===== src/hdl/pfds_pkg.sv =====
`default_nettype none

package pfds_pkg;

   localparam int PAGES_DEF   = 8;
   localparam int COLUMNS_DEF = 128;
   localparam int Q_DEPTH     = 4;

   localparam int OP_W     = 2;
   localparam int COLX_W   = 7;
   localparam int ROW_W    = 6;
   localparam int VAL_W    = 8;
   localparam int PSEL_W   = 3;
   localparam int DATA_W   = 64;
   localparam int CNT_W    = 4;
   localparam int BYTE_W   = 8;

   localparam logic [VAL_W-1:0] FILL_SET = 8'hFF;

   typedef enum logic [OP_W-1:0] {
      OP_PAINT  = 2'd0,
      OP_CLEAR  = 2'd1,
      OP_RENDER = 2'd2
   } op_type;

   typedef struct packed {
      op_type              op;
      logic [COLX_W-1:0]   column;
      logic [ROW_W-1:0]    row;
      logic [VAL_W-1:0]    value;
      logic [PSEL_W-1:0]   page;
   } cmd_type;

   typedef struct packed {
      logic    empty;
      cmd_type cmd;
   } qhead_type;

endpackage

`default_nettype wire


===== src/hdl/pfds_queue.sv =====
`default_nettype none

module pfds_queue
   import pfds_pkg::*;
(
   input  wire logic    clock,
   input  wire logic    reset,
   input  wire logic    push,
   input  wire cmd_type push_cmd,
   input  wire logic    pop,
   output qhead_type    head,
   output logic         full
);

   localparam int QA_W = $clog2(Q_DEPTH);

   cmd_type          q_mem [Q_DEPTH];
   logic [QA_W-1:0]  wr_ptr_ff, wr_ptr_in;
   logic [QA_W-1:0]  rd_ptr_ff, rd_ptr_in;
   logic [QA_W:0]    cnt_ff, cnt_in;

   always_comb begin
      wr_ptr_in = push ? wr_ptr_ff + QA_W'(1) : wr_ptr_ff;
      rd_ptr_in = pop ? rd_ptr_ff + QA_W'(1) : rd_ptr_ff;
      unique case ({push, pop})
         2'b10:   cnt_in = cnt_ff + (QA_W+1)'(1);
         2'b01:   cnt_in = cnt_ff - (QA_W+1)'(1);
         default: cnt_in = cnt_ff;
      endcase
      head.empty = cnt_ff == '0;
      head.cmd   = q_mem[rd_ptr_ff];
      full       = cnt_ff == (QA_W+1)'(Q_DEPTH);
   end

   always_ff @(posedge clock) begin
      if (reset) begin
         wr_ptr_ff <= '0;
         rd_ptr_ff <= '0;
         cnt_ff    <= '0;
      end else begin
         wr_ptr_ff <= wr_ptr_in;
         rd_ptr_ff <= rd_ptr_in;
         cnt_ff    <= cnt_in;
      end
   end

   always_ff @(posedge clock) begin
      if (push) begin
         q_mem[wr_ptr_ff] <= push_cmd;
      end
   end

endmodule

`default_nettype wire


===== config.mk =====
export PLATFORM = sky130hd
export DESIGN_NAME = pfds_queue
export DESIGN_NICKNAME = d
export VERILOG_FILES = /design/src/hdl/pfds_pkg.sv /design/src/hdl/pfds_queue.sv
export SDC_FILE = /design/constraint.sdc
export NUM_CORES = 1
export LEC_CHECK = 0
export BUFFER_PORTS_ARGS = -buffer_cell sky130_fd_sc_hd__buf_2
export CORE_ASPECT_RATIO = 2
export CORE_UTILIZATION = 41
export DETAILED_ROUTE_END_ITERATION = 8
export PLACE_DENSITY = 0.65
export SYNTH_ARGS = -nofsm -noshare
export SYNTH_HDL_FRONTEND = slang
export SYNTH_SLANG_ARGS = --single-unit
export TNS_END_PERCENT = 20

===== constraint.sdc =====
create_clock -name clock -period 2.4 [get_ports clock]
set_input_delay 0.72 -clock clock [delete_from_list [all_inputs] [get_ports clock]]
set_output_delay 0.72 -clock clock [all_outputs]
set_load 0.005 [all_outputs]

Yosys cells after proc, flatten, opt, wreduce, memory -nomap -nowiden
Memory sizes are Yosys's and may differ from the RTL's. A register that Yosys moved wholly into a read port is not among the register bits. Cells that the tools add are included.

Bits in writable memories: 104. Flip-flop bits (word level): 7. Input bits: 30. Memories: 1. Latch bits: 0. Logic and storage cells: 18. Memory bits (read-only): 0.

Memory list: q_mem (words 4, width 26, read ports 1, clocked after memory_dff 1, wr ports 1, line pfds_queue.sv:17) `cmd_type q_mem [Q_DEPTH];`.

Bitwise logic cells: 0. Multiply operators: 0. Reduce and logical (&&, ||, !) cells: 2. Multiplexer cells: 5. Add/subtract/negate cells: 4. Shift-type cells: 0. Eq/ne operators: 3. Order comparisons: 0. Divide/modulo/power cells: 0.

Operator list (number): $pmux 3 s2 (1); $add 2x1->2 const B (2); $mux 2 (2); $add 3x1->3 const B (1); $eq 3x3->1 const B (1); $logic_not 3->1 (1); $sub 3x1->3 const B (1); $eq 2x1->1 const B (1); $eq 2x2->1 const B (1); $mux 1 (2); $reduce_bool 2->1 (1).

Logic depth before layout (Yosys ltp)
Gate-level depths: netlist (run 1).

Word-level depth: 3. Gate-level depth with buffers: 7. Depth with buffers taken out: 7.

Worst setup path after synthesis (run 1)
OpenSTA, ideal clock, no wires.

Path kind: input port to flip-flop. Start point: in push. End point: reg cnt_ff[2]. Setup time: 0.070 ns. Path slack: 0.431 ns. Path buffers: 0. Data arrival time: 1.899 ns. Stages: 7. Cells stage by stage: inv_1 -> ha_1 -> inv_1 -> fa_1 -> xor2_1 -> or3_1 -> a21oi_1.

Cells in the longest elaborated chain, start to end: 2. Elaborated cells on any way between the ends: 4.

Ends and longest elaborated chain: start: declaration (line pfds_queue.sv:8) `input wire logic push,`; $eq 2x1->1 / $eq 2x2->1 (equally long branches) (line pfds_queue.sv:25) `unique case ({push, pop})`; $pmux 3 s2 / $reduce_bool 2->1 (equally long branches); end signal: assignment (line pfds_queue.sv:43) `cnt_ff <= cnt_in;`; end: declaration (line pfds_queue.sv:20) `logic [QA_W:0] cnt_ff, cnt_in;`.

Several ways; a longest one is shown, not always the timed one. A chain may end at the register's enable or synchronous reset.

==> flow_metrics.py, run 1 <==
metrics = {
    "run_status": {
        "status": "complete, no violations",
    },
    "synth": {
        "syn-mean-instance-area_um2": 23.1,
        "yosys.cell_count.top_type": "edfxtp_1",
        "synth_cell_types": 23,
        "synth_nets": 219,
        "ys_warn_count": 0,
        "synth_top_area_frac": 0.738,
        "synth_top_area_cell": "edfxtp_1",
        "yosys-top-cells-count": "edfxtp_1, mux4_2, dfxtp_1",
        "yosysSeqAreaShare": 0.781,
        "syn-cell-area_um2": 4230,
        "synth-seq-cells": 113,
        "synth_top_flop_cell": "edfxtp_1",
        "async_flop_share": 0,
        "synth_cells": 183,
        "synth_edf_count": 104,
        "synthTopCellsByArea": "edfxtp_1, mux4_2, dfxtp_1",
    },
    "hold_path": {
        "holdPathStages": 2,
        "hp-class": "reg2reg",
        "holdPathEnd": "cnt_ff[2]$_SDFFE_PP0P_",
        "min_from": "cnt_ff[2]$_SDFFE_PP0P_",
    },
    "clocking": {
        "clock_latency_ps": 400,
        "ctsHoldBuffers": 0,
        "cts_tree": "done",
        "cts.clk_slew.worst_paths_ps": 50,
        "cts_setup_buffers": 0,
        "cts_root_buffer": "clkbuf_16",
        "cts_buffers": 17,
        "cts.sinks": 113,
        "htreeDepth": 4,
        "cts.path.max_buffers": 2,
    },
    "die": {
        "die_y_um": 146,
        "die_area_um2": 10800,
        "coreArea_um2": 10100,
        "rows": 52,
        "fp.dieW_um": 73.8,
        "io_pins": 58,
        "initial_core_util": 0.420,
    },
    "job": {
        "drv_cap": 0,
    },
    "grt": {
        "grt.total_usage": 0.158,
        "grt_max_degree": 27,
        "antenna_found_initial": 0,
        "grt.overflow.total": 0,
        "grt_pass1_wl_um": 11800,
        "first_global_vias": 2249,
    },
    "sta": {
        "fin_crit_sh": 0.979,
        "fmax_mhz": 426,
        "slew_headroom": 0.726,
        "worst_pin_slew_ps": 411,
        "rsz0062_at_grt": "yes",
        "slew_violations": 0,
        "finalHoldViolCount": 0,
        "fin_crit_ps": 2350,
        "clock-skew-final_ps": 7.76,
        "setup_viol": 0,
    },
    "pwr": {
        "p_per_area_nw_per_um2": 1010,
        "ir_drop_mv": 0.851,
        "p_total_mw": 5.40,
        "leakagePower_nw": 1.90,
    },
    "setup_path": {
        "r2r_slack_ps": 850,
        "r2r_start": "cnt_ff[0]$_SDFFE_PP0P_",
        "reg2reg_to": "cnt_ff[2]$_SDFFE_PP0P_",
        "cp-end-kind": "primary output",
        "crit_type": "reg2out",
        "cp_max_fo": 10,
        "cp.required_ps": 1680,
        "crit_path_start_kind": "flip-flop",
        "worstRegToRegCells": 5,
        "worst_ep_arrival_time_ps": 1630,
    },
    "layout": {
        "final_cell_area_um2": 5340,
        "antenna_cells": 0,
        "drive_gt1_frac": 0.414,
        "area_growth_pct": 26.3,
        "nets": 296,
        "instances_no_fill": 408,
    },
    "place": {
        "dp.cells": 376,
        "port_buffers": 57,
        "gp_congestion": 0.625,
        "dp_hpwl_um": 4510,
        "place_area_um2": 4690,
    },
    "routing": {
        "ant_nets": 0,
        "wire_per_inst_um": 17.7,
        "route.detailed.drc": 0,
        "drtIter0Drc": 133,
        "routed_wl_um": 7210,
        "routed_via_density": 4.80,
        "vias": 1958,
        "drtPass1Iterations": 4,
    },
}
-- per-layer routing --
| layer | part of all wire | wire, um | global-route usage | vias up |
|---|---|---|---|---|
| met4 | 0.014 | 104 | 0.0846 | 0 |
| met3 | 0.047 | 341 | 0.0533 | 9 |
| met1 | 0.37 | 2630 | 0.174 | 1000 |
| li1 | - | - | - | 906 |
| met2 | 0.57 | 4130 | 0.263 | 43 |
| met5 | 0 | 0 | 0 | - |
-- cells in the final DEF (no fill, tap or decap), drive strengths merged --
cell type and instances:
edfxtp 104, buf 65, and2 4, fa 1
mux4 26, xor2 3, clkinv 8, a21oi 2
nand2 1, clkbuf 18, ha 5, o21ai 1
nor3 1, nor2 8, inv 6, mux2i 1
bufinv 6, or3 1, xnor2 2, and3 1
dfxtp 9
-- power breakdown --
| part | switching, mW | internal, mW | total, mW |
|---|---|---|---|
| logic | 0.197 | 0.206 | 0.403 |
| clock network | 0.788 | 1.92 | 2.71 |
| registers | 0.0313 | 2.26 | 2.29 |
-- cell type report --
class / instances / area [um^2]
fill: 799 / 4740
sequential: 113 / 3310
multi-input combinational: 57 / 832
clock buffer: 18 / 429
timing repair buffer: 65 / 365
clock inverter: 14 / 218
tap: 135 / 169
inverter: 6 / 22.5
-- sequential cells by signal, indices dropped and copies added (netlist names), named ones only --
register,count
wr_ptr_ff,2
q_mem,104
rd_ptr_ff,2
cnt_ff,3
-- cell families after synthesis --
logic type / Yosys count / synth area share
flops: 113 / 0.781
mux: 27 / 0.146
simple gates: 16 / 0.0180
buf+inv: 13 / 0.0219
fa+ha+maj: 6 / 0.0195
xor+xnor: 5 / 0.0104
compound gates: 3 / 0.00355
-- worst max path at each step --
stage	end	start	depth (start not counted)	slack [ps]
3_5_place_dp	cnt_ff[2]$_SDFFE_PP0P_	push	8	170
5_1_grt	head[7]	flip-flop	3	-10
2_1_floorplan	cnt_ff[2]$_SDFFE_PP0P_	push	7	430
4_1_cts	head[15]	flip-flop	3	-10
3_3_place_gp	cnt_ff[2]$_SDFFE_PP0P_	push	8	240
6_report	head[15]	flip-flop	3	50
-- metrics by stage --
step | hold WS [ps] | setup WS (ps) | TNS (ps) | utilization
global route | 525 | -10.4 | -29.5 | 0.530
detailed placement | 504 | 175 | 0 | 0.465
floorplan | 467 | 431 | 0 | -
finish | 508 | 50.4 | 0 | 0.530
CTS | 511 | -9.64 | -26.8 | 0.530
global placement | 486 | 239 | 0 | 0.465
-- critical path, cell delays in order, from the launching register on --
cell and delay, ps:
dfxtp_4 360, buf_8 160, mux4_1 560, buf_2 150
-- repair_timing --
item | CTS | global route
cloned | 0 | 0
endpoints found under the setup margin | 6 | 6
resized for setup | 3 | 1
No activity file was read; power rests on OpenSTA's default activity.
==> run 2: changes to the inputs <==
Settings changed: PLACE_DENSITY 0.65 to not set.
==> flow_metrics.py, run 2 (synthesized netlist as in run 1, its figures left out) <==
metrics = {
    "setup_path": {
        "cpLargestDelayFamily": "multiplexers",
        "cp-end-kind": "primary output",
        "cp.required_ps": 1680,
        "crit_type": "reg2out",
        "crit_path_start_kind": "flip-flop",
        "cp_max_fo": 7,
        "worst_ep_arrival_time_ps": 1670,
        "path_buf_inv": 2,
        "path_cells": "buf_12, mux4_1, buf_2",
        "slowest_stage": "mux4_1",
        "max_stage_delay_ps": 550,
    },
    "routing": {
        "routed_wl_um": 7340,
        "wire_per_inst_um": 17.9,
        "vias": 1992,
        "route.detailed.drc": 0,
        "ant_nets": 0,
        "drtPass1Iterations": 4,
        "drtIter0Drc": 80,
        "routed_via_density": 4.87,
    },
    "place": {
        "gp_congestion": 0.656,
        "dp.cells": 375,
        "port_buffers": 57,
        "pre_cts_slack_ps": 209,
        "dp_hpwl_um": 4250,
        "place_area_um2": 4690,
    },
    "clocking": {
        "cts.sinks": 113,
        "clock_latency_ps": 400,
        "ctsHoldBuffers": 0,
        "cts_buffers": 17,
        "cts_tree": "done",
        "cts.path.max_buffers": 2,
        "htreeDepth": 4,
        "cts.clk_slew.worst_paths_ps": 50,
        "cts_setup_buffers": 0,
        "cts_root_buffer": "clkbuf_16",
    },
    "die": {
        "die_area_um2": 10800,
        "rows": 52,
        "fp.dieW_um": 73.8,
        "coreArea_um2": 10100,
        "initial_core_util": 0.420,
        "io_pins": 58,
        "die_y_um": 146,
    },
    "sta": {
        "layout_setup_ws_ps": 12.8,
        "fin_crit_sh": 0.995,
        "rsz0062_at_grt": "yes",
        "tns_ps": 0,
        "fin_crit_ps": 2390,
        "worst_pin_slew_ps": 425,
        "finalHoldViolCount": 0,
        "slew_headroom": 0.717,
        "clock-skew-final_ps": 4.46,
        "fmax_mhz": 419,
        "setup_viol": 0,
        "slew_violations": 0,
    },
    "run_status": {
        "status": "complete, no violations",
    },
    "grt": {
        "grt_pass1_wl_um": 11500,
        "grt_max_degree": 27,
        "antenna_found_initial": 0,
        "grt.total_usage": 0.154,
        "first_global_vias": 2155,
        "grt.overflow.total": 0,
    },
    "layout": {
        "instances_no_fill": 409,
        "area_growth_pct": 26.0,
        "utilization": 0.529,
        "final_cell_area_um2": 5330,
        "largest_reg_flops": 104,
        "nets": 297,
        "drive_gt1_frac": 0.431,
        "antenna_cells": 0,
        "largest-register": "q_mem",
        "final_common_cell": "edfxtp_1",
        "final_cell_mix": "edfxtp_1, buf_2, mux4_2",
        "top_regs": "q_mem: 104 flops, cnt_ff: 3 flops",
    },
    "pwr": {
        "leakagePower_nw": 1.88,
        "p_per_area_nw_per_um2": 963,
        "ir_drop_mv": 0.702,
    },
    "hold_path": {
        "hp-class": "reg2reg",
    },
    "job": {
        "drv_cap": 0,
    },
}
[run 2: cell count changes in the layout (fill, tap and decap cells not counted), moves of 2 or more]
| cell | delta |
|---|---|
| buf_12 | +2 |
| clkinvlp_4 | +2 |
| mux4_2 | +2 |
| mux4_1 | -2 |
| clkinv_2 | +4 |
| clkinv_1 | -2 |
| bufinv_16 | -3 |
| clkbuf_16 | +2 |
| buf_4 | -2 |
[run 2: metal layers]
| layer | vias up | wire [um] | track usage | share of wire |
|---|---|---|---|---|
| li1 | 905 | - | - | - |
| met1 | 1031 | 2740 | 0.163 | 0.37 |
| met2 | 43 | 4150 | 0.262 | 0.57 |
| met3 | 13 | 310 | 0.0492 | 0.042 |
| met4 | 0 | 144 | 0.0837 | 0.020 |
| met5 | - | 0 | 0 | 0 |
[run 2: cell type report]
cell class,count,area (um^2)
Tap cell,135,169
Clock buffer,18,429
Fill cell,821,4750
Inverter,6,22.5
Clock inverter,14,146
Sequential cell,113,3310
Multi-Input combinational cell,57,825
Timing Repair Buffer,66,432
[run 2: final timing paths]
path	startpoint	endpoint	slack, ps	cells after the start
max reg2reg	cnt_ff[0]$_SDFFE_PP0P_	cnt_ff[2]$_SDFFE_PP0P_	860	5
max	flip-flop	head[18]	10	3
min reg2reg	cnt_ff[2]$_SDFFE_PP0P_	cnt_ff[2]$_SDFFE_PP0P_	520	2
min	cnt_ff[2]$_SDFFE_PP0P_	cnt_ff[2]$_SDFFE_PP0P_	520	2
[run 2: report_power, final]
part	leakage, nW	total [mW]	internal (mW)	switching, mW
combinational	0.572	0.430	0.228	0.203
clock	0.282	2.41	1.60	0.807
sequential	1.03	2.29	2.26	0.0347
[run 2: metrics by stage]
stage,power (mW),hold WS (ps)
final,5.13,515
after global routing,5.32,526
after CTS,5.19,512
after detailed placement,2.75,503
after global placement,2.73,496
after floorplan,2.57,467
[run 2: repair_timing]
item | CTS | global route
cloned | 0 | 2
pin swaps | 0 | 0
setup endpoints to repair | 12 | 6
resized for setup | 4 | 4
[run 2: worst register-to-register path, cell delays in order, from the launching register on]
cell,delay [ps]
dfxtp_1,360
inv_1,90
fa_1,430
xor2_1,150
or3_1,300
a21oi_1,140
==> run 3: changes to the inputs <==
Settings changed: ABC_AREA set to 1, CAP_MARGIN set to 10.
==> flow_metrics.py, run 3 <==
metrics = {
    "run_status": {
        "status": "complete, no violations",
    },
    "sta": {
        "slew_violations": 0,
        "finalHoldViolCount": 0,
        "fmax_mhz": 435,
        "clock-skew-final_ps": 7.19,
        "tns_ps": 0,
        "slew_headroom": 0.723,
        "fin_crit_sh": 0.958,
        "setup_viol": 0,
        "fin_crit_ps": 2300,
        "worst_pin_slew_ps": 415,
        "rsz0062_at_grt": "no",
    },
    "setup_path": {
        "path_buf_inv": 2,
        "worst_ep_arrival_time_ps": 1580,
        "crit_path_start_kind": "flip-flop",
        "cpLargestDelayFamily": "buffers and inverters",
        "cp-end-kind": "primary output",
        "slowest_stage": "dfxtp_2",
        "max_stage_delay_ps": 400,
        "crit_type": "reg2out",
        "cp_max_fo": 18,
        "path_cells": "buf_4, o21ai_0, o22ai_1, buf_2",
        "cp.required_ps": 1680,
    },
    "layout": {
        "final_common_cell": "edfxtp_1",
        "top_regs": "q_mem: 104 flops, cnt_ff: 3 flops",
        "multi_input_area_um2": 822,
        "largest-register": "q_mem",
        "seq_area_um2": 3300,
        "final_cell_mix": "edfxtp_1, buf_2, nor2_1",
        "drive_gt1_frac": 0.235,
        "area_growth_pct": 22.3,
        "final_cell_area_um2": 5250,
        "nets": 416,
        "fillers": 923,
        "instances_no_fill": 527,
        "largest_reg_flops": 104,
        "antenna_cells": 0,
    },
    "routing": {
        "dr_wl_met3_um": 337,
        "wl_met1_um": 3120,
        "drtPass1Iterations": 4,
        "wire_per_inst_um": 15.8,
        "highest_layer": "met4",
        "route.detailed.drc": 0,
        "routed_wl_um": 8330,
        "wl_met2_um": 4670,
        "drtIter0Drc": 203,
        "routed_via_density": 4.98,
        "vias": 2624,
        "ant_nets": 0,
    },
    "clocking": {
        "cts.sinks": 113,
        "ctsHoldBuffers": 0,
        "cts.path.max_buffers": 2,
        "cts_tree": "done",
        "clock_latency_ps": 400,
        "htreeDepth": 4,
        "cts.clk_slew.worst_paths_ps": 50,
        "cts_root_buffer": "clkbuf_16",
        "cts_buffers": 17,
        "cts_setup_buffers": 0,
    },
    "grt": {
        "antenna_found_initial": 0,
        "grt_max_degree": 45,
        "grt_pass1_wl_um": 13500,
        "grt.total_usage": 0.174,
        "grt.overflow.total": 0,
        "first_global_vias": 2830,
    },
    "job": {
        "drv_cap": 0,
    },
    "synth": {
        "yosys-top-cells-count": "edfxtp_1, nor2_1, o21ai_0",
        "synth_top_flop_cell": "edfxtp_1",
        "synth_cells": 309,
        "yosysSeqAreaShare": 0.770,
        "syn-cell-area_um2": 4290,
        "ys_warn_count": 0,
        "synth_top_area_cell": "edfxtp_1",
        "synth_cell_types": 19,
        "synth_nets": 345,
        "synth-seq-cells": 113,
        "synth_top_area_frac": 0.728,
        "async_flop_share": 0,
        "synthTopCellsByArea": "edfxtp_1, nor2_1, o21ai_0",
        "syn-mean-instance-area_um2": 13.9,
        "synth_edf_count": 104,
        "yosys.cell_count.top_type": "edfxtp_1",
    },
    "pwr": {
        "clockPowerShare": 0.446,
        "internal-power_mw": 3.77,
        "p_sw_frac": 0.212,
        "p_per_area_nw_per_um2": 911,
        "ir_drop_mv": 0.637,
        "leakagePower_nw": 1.95,
        "power_switching_mw": 1.02,
        "pwr-share-seq": 0.476,
        "power_frac_comb": 0.078,
    },
    "die": {
        "die_y_um": 147,
        "fp.dieW_um": 74.3,
        "rows": 52,
        "initial_core_util": 0.423,
        "coreArea_um2": 10100,
        "io_pins": 58,
        "die_area_um2": 10900,
    },
    "place": {
        "port_buffers": 57,
        "place_area_um2": 4730,
        "dp.cells": 496,
        "dp_hpwl_um": 4950,
        "gp_congestion": 0.763,
    },
    "hold_path": {
        "hp-class": "reg2reg",
    },
}
==> run 3: worst paths after layout <==
kind	start	endpoint	slack (ps)	depth (start not counted)
min	rd_ptr_ff[1]$_SDFFE_PP0P_	rd_ptr_ff[1]$_SDFFE_PP0P_	450	1
min reg2reg	rd_ptr_ff[1]$_SDFFE_PP0P_	rd_ptr_ff[1]$_SDFFE_PP0P_	450	1
max reg2reg	wr_ptr_ff[1]$_SDFFE_PP0P_	q_mem[1][9]$_DFFE_PP_	990	5
max	flip-flop	head[17]	100	4
==> run 3: cells by family after synthesis <==
| logic type | after synthesis | synth area share |
|---|---|---|
| and+or+nand+nor | 68 | 0.0609 |
| buffers and inverters | 33 | 0.0388 |
| adders and majority gates | 6 | 0.0192 |
| DFF | 113 | 0.770 |
| AOI/OAI and AO/OA | 89 | 0.111 |
==> run 3: power groups by stage <==
stage	Sequential [mW]	Clock, mW	Combinational [mW]
final	2.28	2.13	0.374
after global routing	2.28	2.26	0.425
after CTS	2.28	2.17	0.381
after detailed placement	2.31	0	0.379
after global placement	2.31	0	0.371
after floorplan	2.31	0	0.211
==> run 3: cell type report <==
cell class                 count  area share
clock buffer                  20      0.0832
clock inverter                11      0.0138
inverter                      18      0.0148
multi-input combinational    163       0.157
sequential                   113       0.629
tap                          135      0.0322
timing repair buffer          67      0.0701
==> run 3: timing repair <==
item	in CTS	in global routing
endpoints found under the setup margin	5	2
endpoints found under the hold margin	0	0
resized for setup	3	2
==> run 3: routing by layer <==
metal,global-route usage,vias to the layer above
li1,-,1279
met1,0.184,1274
met2,0.300,53
met3,0.0556,18
met4,0.0896,0
met5,0,-
==> run 3: per-stage QoR <==
step                utilization  power [mW]  hold WS (ps)  setup WS [ps]
floorplan                     -        2.52           412            617
global route              0.517        4.97           480           4.19
CTS                       0.517        4.82           453           49.4
global placement          0.466        2.68           435            417
finish                    0.517        4.78           452           99.8
detailed placement        0.466        2.69           440            367
